==> config.mk <==
export PLATFORM = sky130hd
export DESIGN_NAME = c8i_ram
export DESIGN_NICKNAME = d
export VERILOG_FILES = /design/src/sv/c8i_ram.sv
export SDC_FILE = /design/constraint.sdc
export NUM_CORES = 1
export LEC_CHECK = 0
export ABC_AREA = 0
export BUFFER_PORTS_ARGS = -buffer_cell sky130_fd_sc_hd__buf_2
export CORE_MARGIN = 5
export CORE_UTILIZATION = 50
export CTS_CLUSTER_DIAMETER = 120
export CTS_CLUSTER_SIZE = 20
export DETAILED_ROUTE_END_ITERATION = 8
export GPL_ROUTABILITY_DRIVEN = 0
export GPL_TIMING_DRIVEN = 1
export PLACE_DENSITY = 0.78
export SETUP_SLACK_MARGIN = 0.5
export SLEW_MARGIN = 20
export SYNTH_ARGS = -nofsm -noshare
export SYNTH_HDL_FRONTEND = slang
export SYNTH_SLANG_ARGS = --single-unit
==> constraint.sdc <==
create_clock -name clk -period 3.8 [get_ports clk]
set_input_delay 0 -clock clk [delete_from_list [all_inputs] [get_ports clk]]
set_output_delay 0 -clock clk [all_outputs]
set_load 0.01 [all_outputs]
==> src/sv/c8i_ram.sv <==
// Generic single-write, single-read synchronous RAM with registered read data.
module c8i_ram #(
	parameter int WIDTH = 8,
	parameter int DEPTH = 16,
	localparam int AW = (DEPTH > 1) ? $clog2(DEPTH) : 1
) (
	input  logic             clk,
	input  logic             we,
	input  logic [AW-1:0]    waddr,
	input  logic [WIDTH-1:0] wdata,
	input  logic [AW-1:0]    raddr,
	output logic [WIDTH-1:0] rdata
);

	logic [WIDTH-1:0] mem_q [DEPTH];

	always_ff @(posedge clk) begin
		if (we) begin
			mem_q[waddr] <= wdata;
		end
		rdata <= mem_q[raddr];
	end

endmodule

# [Yosys cells after proc, flatten, opt, wreduce, memory -nomap -nowiden]
# Memory sizes are Yosys's and may differ from the RTL's. A register that Yosys moved wholly into a read port is not among the register bits.
# Index checks and enable logic that the tools add are counted.
[totals] romBits=0 ram_bits=128 memories=1 word_cells=3 latch_bits=0 regBits=0
[op_classes] magnitude_cmp=0 n_div=0 n_reduce_logical=0 n_mux=2 eq_ne=0 mul=0 bitwise_logic=0 shifts=0 add_sub_neg=0
[mem_list] memory="mem_q" words=16 word_bits=8 rd=1 rd_ports_with_merged_regs=1 wr=1 line="15" rtl="logic [WIDTH-1:0] mem_q [DEPTH];"
[ops] op="two-way mux 1 bit" n=2

# [Logic depth before layout (Yosys ltp)]
# Gate-level depths: netlist of run 1.
[depth] ltp_word=2 ltp_mapped=5

# [Least setup slack after synthesis of run 1]
# Ideal clock, no wire load.
[synth_path] path_kind="input -> register" start="in waddr[2]" end="mem mem_q[0][0], enable pin" t_required_ns=3.417 path_buffers=0 arrival_ns=1.110 slack_ns=2.307 path_stages=2 path_cell_list="or3b_2 nor3_1"
[synth_lines] element="from (decl)" line="9" rtl="input logic [AW-1:0] waddr,"
[synth_lines] element="to (decl)" line="15"
# No word-level cell before the write port.

# [Worst setup path in the final report of run 1]
[layout_path] start="in waddr[0]" end="mem mem_q[0][0], enable pin"
# No word-level cell before the write port.

==> flow_summary_export.csv, run 1 <==
group,metric,value,unit
clock_network,clkLatencyLatePin,0.52,ns
synth,synth_top_family_by_area,"multiplexers",
routing,vias,2486,
sta,finalSetupTns,0,ns
sta,rsz0062_at_grt,"no",
cells_and_area,fin_util,60.41,%
routing,drc,0,
global_routing,use_met1,23.13,%
die,core_area,0.01018,sq mm
clock_network,clockBufferDepth,2,
sta,tightest_slew,0.9675,ns
die,chipHeight,111.5,um
clock_network,htreeDepth,4,
routing,vias_per_cell,5.836,
clock_network,cts_setup_buffers,0,
sta,timing.hold.ws,0.06242,ns
synth,synth_compound_area_share,2.333,%
synth,synth-simple-area-share,3.184,%
routing,drt_iter0_markers,284,
cells_and_area,antenna_cells,0,
global_routing,grt_util_met2,27.54,%
sta,finalMaxSlewViolations,0,
cells_and_area,nFillCells,692,
sta,fin_crit,1.529,ns
die,die_w,111.5,um
pwr,leakage,0.002074,uW
pwr,power_density,590.8,mW/mm^2
hold_path,hold_class,"primary input to flip-flop",
cells_and_area,final_common_cell,"edfxtp_1",
cells_and_area,regArea,0.004004,sq mm
worst_setup_path,crit_buf_inv,3,
worst_setup_path,worstPathMaxFanout,8,
sta,finalCritPeriodShare,40.23,%
sta,hold_viol_final,0,
worst_setup_path,cp_data_arrival_time,1.69,ns
routing,wire_per_inst,23.96,um
cells_and_area,nNetsFinal,295,
clock_network,cts_resized,0,
placed_design,dp_cells,383,
run_status,status,"finished, final reports clean",
cells_and_area,area_growth,19.52,%
synth,synth_area,0.005147,sq mm
routing,antenna_left,0,
worst_setup_path,crit_top_cell,"dlygate4sd3_1",
cells_and_area,drive_gt1_share,26.90,%
die,die-area,0.01242,sq mm
cells_and_area,layout_common_cells,"128 x edfxtp_1, 25 x buf_2, 18 x mux4_2",
worst_setup_path,critPathTopFamily,"buffers and inverters",
global_routing,antenna_found_initial,0,
worst_setup_path,endpoint_kind,"flip-flop",
worst_setup_path,path_cells,"dlygate4sd3_1 -> buf_2 -> nor3_2 -> dlygate4sd3_1",
clock_network,root_buffer,"clkbuf_8",
routing,dr.pass1.iters,4,
run,drv_cap,0,
clock_network,cts_tree,"yes",
placed_design,hpwlAfterDp,5.688,mm
die,row_count,37,
global_routing,grt_pass1_vias,2555,
placed_design,dp_slack,1.823,ns
sta,max_freq,654.1,MHz
clock_network,cts_buffers,17,
synth,mappedNetlistNets,247,
worst_setup_path,max_stage_delay,0.84,ns
synth,yosys_warnings,0,
clock_network,holdBufCountCts,10,
sta,setup_viol,0,
global_routing,busiest_layer,"met2",
synth,ys_seq_area_share,77.78,%
global_routing,grt_util_met3,5.652,%
sta,relSlewSlack,35.26,%
routing,drt_wl_total,10.21,mm
worst_setup_path,slowest_stage,"dlygate4sd3_1",
global_routing,grt_pass1_wl,15.39,mm
pwr,ir_worst_vdd,0.0003553,V
sta,skew,0.01572,ns
placed_design,portBuffers,25,
cells_and_area,multi_input_area,0.001062,sq mm
synth,avgSynthCellArea,22.48,sq um
global_routing,grtUsageTotal,17.23,%
synth,synthCells,229,
clock_network,cts.sinks,136,
die,io_pins,26,
synth,synth.distinct_cells,19,
synth,synthXorXnorAreaFrac,0,%
worst_setup_path,path_class,"primary input to flip-flop",
synth,muxShareOfSynthArea,15.02,%
global_routing,grt-ovfl-total,0,
synth,ys_seq_elements,136,
worst_setup_path,required,3.96,ns
synth,synthAdderAreaFrac,0,%
sta,timing.final.ws_setup,2.271,ns
worst_setup_path,cp-start-kind,"primary input",
die,start_util,50.54,%
clock_network,clk_pin_slew,0.06,ns
cells_and_area,finalNonFillerCells,426,
global_routing,grt_max_degree,33,
metrics by stage:
step	power, uW	cell area (sq um)
after floorplan	1805	5147
after global placement	1862	5379
after detailed placement	1868	5384
after CTS	3653	6132
after global routing	3764	6152
final	3635	6152
layer usage:
layer  wire length (um)  share of wire, %
met1               4300                42
met2               5129                50
met3                687               6.7
met4                 91              0.89
met5                  0                 0
flip-flops by register name, summed over array words and instances (netlist names):
| register | flops |
|---|---|
| mem_q | 128 |
| rdata | 8 |
Yosys cell counts:
cell               n  area, sq um
buf_6              3        33.78
dfxtp_1            8        160.2
a22oi_1           16        120.1
buf_4              1        7.510
nor2b_1            1        6.260
buf_2              3        15.01
or3b_2             1        8.760
and2b_1            1        7.510
nand2b_1           2        12.51
nand3_1            1        5.000
and2_1             1        6.260
nor3_1             4        20.02
mux4_2            18        405.4
nor2_1            13        48.80
clkdlybuf4s25_2    3        30.03
edfxtp_1         128         3844
nand2_1            9        33.78
mux4_1            14        367.9
nand3b_1           2        15.01
tightest hold or removal path: cells and delay by family:
family | cells | cell delay, ns
simple gates | 1 | 0.07
buf+inv | 2 | 0.33
kinds of logic after synthesis:
| group | after synthesis |
|---|---|
| buffers and inverters | 10 |
| DFF | 136 |
| AOI/OAI and AO/OA | 16 |
| muxes | 32 |
| and+or+nand+nor | 35 |
cell type report:
cell class | instances | area share [%]
multi-input cells | 83 | 17.27
flip-flops and latches | 136 | 65.08
clock buffers | 19 | 6.854
repair buffers | 39 | 4.352
clock inverters | 13 | 3.681
well taps | 136 | 2.766
worst paths after layout:
check | start | to | slack [ns] | cells after the start
worst max-delay path | waddr[0] | mem_q[0][0]$_DFFE_PP_ | 2.27 | 4
worst min-delay path | waddr[1] | mem_q[4][6]$_DFFE_PP_ | 0.06 | 3
worst max register to register | mem_q[2][1]$_DFFE_PP_ | rdata[1]$_DFF_P_ | 2.29 | 3
worst min register to register | mem_q[14][2]$_DFFE_PP_ | rdata[2]$_DFF_P_ | 0.67 | 3
power by group:
group	switching, uW	internal, uW	total, uW	leakage (uW)
Combinational	89.4	68.6	158	0.000541
Sequential	12.9	1680	1690	0.00122
Clock	591	1190	1790	0.000309
Total	694	2940	3630	0.00207
(Power assumes the default switching activity.)
==> run 2: changes to the inputs <==
--- a/config.mk
+++ b/config.mk
@@ -14,7 +14,7 @@
 export DETAILED_ROUTE_END_ITERATION = 8
 export GPL_ROUTABILITY_DRIVEN = 0
 export GPL_TIMING_DRIVEN = 1
-export PLACE_DENSITY = 0.78
+export PLACE_DENSITY = 0.81
 export SETUP_SLACK_MARGIN = 0.5
 export SLEW_MARGIN = 20
 export SYNTH_ARGS = -nofsm -noshare
==> constraint.sdc (replaced) <==
create_clock -name clk -period 1.33 [get_ports clk]
set_input_delay 0 -clock clk [delete_from_list [all_inputs] [get_ports clk]]
set_output_delay 0 -clock clk [all_outputs]
set_load 0.01 [all_outputs]
==> run 2 against run 1 <==
Net effect: clock skew decreased by 0.0081 ns; die area unchanged; combinational power grew to 3.4 times the previous value; sequential share of layout area down 1.5 points; register-to-register slack got worse by 2.2 ns; power rose to 2.6 times the previous value; critical endpoint is now rdata[2]$_DFF_P_; largest cell class unchanged.
==> flow_summary_export.csv, run 2 (synthesized netlist as in run 1, its figures left out) <==
group,metric,value,unit
cells_and_area,antenna_cells,0,
die,chipHeight,111.5,um
global_routing,grt_max_degree,33,
run,drv_cap,0,
routing,vias,2427,
sta,relSlewSlack,45.09,%
clock_network,cts_buffers,17,
routing,vias_per_cell,5.618,
global_routing,grt_pass1_wl,15.26,mm
cells_and_area,layout_common_cells,"128 x edfxtp_1, 32 x mux4_2, 20 x buf_2",
sta,setup_viol,0,
hold_path,hold_class,"primary input to flip-flop",
worst_setup_path,endpoint_kind,"flip-flop",
placed_design,portBuffers,25,
worst_setup_path,required,1.72,ns
run_status,status,"finished, final reports clean",
global_routing,grt-ovfl-total,0,
die,core_area,0.01018,sq mm
routing,drt_iter0_markers,210,
placed_design,hpwlAfterDp,5.791,mm
clock_network,clkLatencyLatePin,0.52,ns
sta,fin_crit,1.276,ns
sta,skew,0.007607,ns
global_routing,antenna_found_initial,0,
routing,drt_wl_total,9.604,mm
sta,timing.final.ws_setup,0.05416,ns
routing,wire_per_inst,22.23,um
die,row_count,37,
clock_network,htreeDepth,4,
pwr,leakage,0.002038,uW
clock_network,cts.sinks,136,
clock_network,clockBufferDepth,2,
worst_setup_path,worstPathMaxFanout,1,
routing,met2_length,5.037,mm
routing,wl_met3,567,um
sta,tightest_slew,0.8207,ns
worst_setup_path,cp-start-kind,"flip-flop",
cells_and_area,drive_gt1_share,42.91,%
sta,rsz0062_at_grt,"yes",
pwr,ir_worst_vdd,0.0006636,V
sta,finalMaxSlewViolations,0,
cells_and_area,finalNonFillerCells,432,
die,die_w,111.5,um
cells_and_area,final_common_cell,"edfxtp_1",
clock_network,root_buffer,"clkbuf_8",
cells_and_area,largest_reg_flops,128,
global_routing,grt_pass1_vias,2659,
routing,antenna_left,0,
routing,dr.max_layer_used,"met4",
die,io_pins,26,
sta,finalCritPeriodShare,95.93,%
cells_and_area,top_regs,"mem_q x128, rdata x8",
sta,max_freq,783.8,MHz
global_routing,grtUsageTotal,16.86,%
routing,wl_met1,3.857,mm
pwr,power_density,1509,mW/mm^2
cells_and_area,regMostFlops,"mem_q",
die,die-area,0.01242,sq mm
routing,dr.pass1.iters,5,
placed_design,dp_cells,392,
sta,hold_viol_final,0,
worst_setup_path,cp_data_arrival_time,1.67,ns
routing,drc,0,
worst_setup_path,path_class,"flip-flop to flip-flop",
die,start_util,50.54,%
cells_and_area,area_growth,22.44,%
clock_network,clk_pin_slew,0.06,ns
placed_design,dp_slack,-0.04231,ns
clock_network,cts_tree,"yes",
cells_and_area,nNetsFinal,301,
## run 2: path summary, 6_finish.rpt
check / slack (ns) / cells past startpoint / from / to
setup / recovery: 0.05 / 3 / mem_q[3][2]$_DFFE_PP_ / rdata[2]$_DFF_P_
hold / removal: 0.02 / 3 / waddr[1] / mem_q[0][6]$_DFFE_PP_
setup reg to reg: 0.05 / 3 / mem_q[3][2]$_DFFE_PP_ / rdata[2]$_DFF_P_
hold reg to reg: 0.67 / 3 / mem_q[15][0]$_DFFE_PP_ / rdata[0]$_DFF_P_
## run 2: metrics by stage
step	setup TNS, ns	power, uW	cell area (sq um)	hold WS [ns]	utilization, %
2_1_floorplan	0	5191	5225	0.09887	-
3_3_place_gp	-0.02158	5385	5624	0.3756	55.22
3_5_place_dp	-0.08610	5406	5624	0.3947	55.22
4_1_cts	0	9549	6287	0.01064	61.73
5_1_grt	-0.007103	9832	6302	0.01417	61.88
6_report	0	9513	6302	0.02289	61.88
## run 2: report_power, final
| group | total [uW] | internal (uW) | switching (uW) |
|---|---|---|---|
| clock network | 4140 | 2460 | 1680 |
| logic | 540 | 254 | 286 |
| registers | 4830 | 4800 | 34.3 |
| total | 9510 | 7510 | 2000 |
## run 2: layer usage
layer / vias to the layer above / global-route usage (%)
met4: 0 / 6.813
li1: 1070 / -
met1: 1265 / 21.58
met3: 12 / 4.239
met5: - / 0
met2: 80 / 27.86
## run 2: final cells by class
class                   count  area [sq um]
flip-flops and latches    136          4010
clock inverters            12         105.1
multi-input cells          83          1165
fillers                   689          3882
repair buffers             45         426.7
well taps                 136         170.2
clock buffers              20         425.4
## run 2: worst max-delay path, stage by stage, from the launching register on
cell and delay, ns:
edfxtp_1 0.37, mux4_2 0.50, a22oi_2 0.20, nand2_1 0.08
## run 2: timing repair
action	CTS	global route
setup buffers	0	0
pin swaps	3	0
hold endpoints to repair	128	0
endpoints found under the setup margin	16	16
hold buffers	8	0
gates resized for setup	12	4
cloned	0	0
==> run 3: changes to the inputs <==
--- a/config.mk
+++ b/config.mk
@@ -13,8 +13,8 @@
 export CTS_CLUSTER_SIZE = 20
 export DETAILED_ROUTE_END_ITERATION = 8
 export GPL_ROUTABILITY_DRIVEN = 0
-export GPL_TIMING_DRIVEN = 1
-export PLACE_DENSITY = 0.81
+export GPL_TIMING_DRIVEN = 0
+export PLACE_DENSITY = 0.78
 export SETUP_SLACK_MARGIN = 0.5
 export SLEW_MARGIN = 20
 export SYNTH_ARGS = -nofsm -noshare
==> constraint.sdc (replaced) <==
create_clock -name clk -period 1.3 [get_ports clk]
set_input_delay 0 -clock clk [delete_from_list [all_inputs] [get_ports clk]]
set_output_delay 0 -clock clk [all_outputs]
set_load 0.01 [all_outputs]
==> run 3 against run 2 <==
Net effect: the flow now finishes with violations (setup timing); non-clock buffer count unchanged; die area unchanged; worst setup slack got worse by 0.067 ns; sequential power grew 2%; critical path type unchanged; largest power group unchanged.
==> flow_summary_export.csv, run 3 (synthesized netlist as in run 1, its figures left out) <==
group,metric,value,unit
routing,vias,2468,
global_routing,antenna_found_initial,0,
pwr,leakage,0.002064,uW
worst_setup_path,required,1.69,ns
worst_setup_path,r2r_start,"mem_q[11][7]$_DFFE_PP_",
sta,relSlewSlack,43.25,%
die,start_util,50.54,%
clock_network,cts.sinks,136,
sta,timing.final.ws_setup,-0.01303,ns
worst_setup_path,path_cells,"mux4_2 -> a22oi_2 -> nand2_1",
worst_setup_path,endpoint_kind,"flip-flop",
sta,finalCritPeriodShare,101.0,%
routing,dr.pass1.iters,4,
run_status,status,"complete, but fails checks",
sta,rsz0062_at_grt,"yes",
die,core_area,0.01018,sq mm
routing,vias_per_cell,5.713,
cells_and_area,antenna_cells,0,
cells_and_area,nFillCells,720,
worst_setup_path,cp-start-kind,"flip-flop",
worst_setup_path,startpoint,"mem_q[11][7]$_DFFE_PP_",
sta,max_freq,761.6,MHz
sta,setup_viol,1,
hold_path,hold_class,"primary input to flip-flop",
worst_setup_path,max_stage_delay,0.50,ns
sta,finalSetupTns,-0.01303,ns
pwr,ir_worst_vdd,0.0008488,V
routing,drt_wl_total,9.764,mm
routing,drc,0,
placed_design,dp_slack,-0.2066,ns
die,die-area,0.01242,sq mm
sta,hold_viol_final,0,
routing,antenna_left,0,
hold_path,hp-start,"raddr[0]",
clock_network,root_buffer,"clkbuf_8",
clock_network,cts_buffers,17,
die,chipHeight,111.5,um
worst_setup_path,path_class,"flip-flop to flip-flop",
cells_and_area,regMostFlops,"mem_q",
die,row_count,37,
routing,wire_per_inst,22.60,um
global_routing,grtUsageTotal,17.18,%
run,drv_cap,0,
cells_and_area,top_regs,"mem_q x128, rdata x8",
placed_design,portBuffers,24,
sta,skew,0.006745,ns
pwr,total_power,10310,uW
routing,drt_iter0_markers,248,
clock_network,clkLatencyLatePin,0.52,ns
cells_and_area,final_common_cell,"edfxtp_1",
worst_setup_path,slowest_stage,"mux4_2",
clock_network,clockBufferDepth,2,
sta,tightest_slew,0.8481,ns
die,die_w,111.5,um
worst_setup_path,worstPathMaxFanout,1,
global_routing,grt-ovfl-total,0,
global_routing,grt_pass1_wl,15.50,mm
global_routing,grt_max_degree,17,
cells_and_area,area_growth,23.26,%
cells_and_area,largest_reg_flops,128,
clock_network,clk_pin_slew,0.06,ns
run_status,violations,"setup timing",
worst_setup_path,cp_data_arrival_time,1.70,ns
placed_design,hpwlAfterDp,6.146,mm
cells_and_area,nNetsFinal,301,
global_routing,grt_pass1_vias,2687,
pwr,power_density,1625,mW/mm^2
clock_network,cts_tree,"yes",
cells_and_area,layout_common_cells,"128 x edfxtp_1, 32 x mux4_2, 22 x buf_2",
die,io_pins,26,
cells_and_area,drive_gt1_share,44.26,%
clock_network,htreeDepth,4,
sta,fin_crit,1.313,ns
sta,finalMaxSlewViolations,0,
[run 3: changes by cell type in the layout (fill, tap and decap cells not counted), sizes merged]
cell,change
buf,-3
bufinv,+3
clkbuf,-2
clkdlybuf4s25,+3
clkinvlp,-2
inv,+1
[run 3: path summary, 6_finish.rpt]
| path | to | slack [ns] | cells past startpoint |
|---|---|---|---|
| worst max-delay path | rdata[7]$_DFF_P_ | -0.01 | 3 |
| worst min-delay path | rdata[0]$_DFF_P_ | 0.02 | 4 |
| worst max register to register | rdata[7]$_DFF_P_ | -0.01 | 3 |
| worst min register to register | rdata[5]$_DFF_P_ | 0.69 | 3 |
[run 3: area by class of cell]
| class | instances | area (sq um) | share of cell area (%) |
|---|---|---|---|
| Tap cell | 136 | 170.2 | 2.682 |
| Buffer | 10 | 86.33 | 1.361 |
| Clock buffer | 18 | 417.9 | 6.586 |
| Clock inverter | 14 | 181.4 | 2.859 |
| Sequential cell | 136 | 4010 | 63.20 |
| Multi-Input combinational cell | 83 | 1187 | 18.71 |
| Timing Repair Buffer | 35 | 291.5 | 4.595 |
[run 3: timing repair]
action | 4_1_cts | 5_1_grt
endpoints found under the hold margin | 128 | 0
pin swaps | 7 | 2
hold buffers | 8 | 0
resized for setup | 8 | 12
endpoints found under the setup margin | 61 | 24
buffers inserted | 3 | 0
[run 3: metal layers]
| metal | track usage (%) | vias up | part of all wire (%) |
|---|---|---|---|
| li1 | - | 1074 | - |
| met1 | 21.54 | 1275 | 37 |
| met2 | 28.23 | 100 | 54 |
| met3 | 5.272 | 19 | 7.3 |
| met4 | 6.894 | 0 | 2.2 |
| met5 | 0 | - | 0 |
[run 3: critical path: cells and delay by family (launching register included)]
family	cells	cell delay [ns]
muxes	1	0.50
AOI/OAI and AO/OA	1	0.19
and+or+nand+nor	1	0.10
DFF	1	0.39
[run 3: stage by stage]
stage	utilization [%]	instance area, sq um	std cells	hold WS, ns
2_1_floorplan	-	5228	229	0.09887
3_3_place_gp	54.18	5518	389	0.3834
3_5_place_dp	54.18	5518	389	0.3958
4_1_cts	61.83	6297	432	0.0004932
5_1_grt	62.30	6345	432	0.02651
6_report	62.30	6345	432	0.01795
[run 3: where the power goes]
part	switching, uW	internal [uW]
Sequential	30.9	4910
Clock	1710	3090
Combinational	309	255
Total	2050	8260
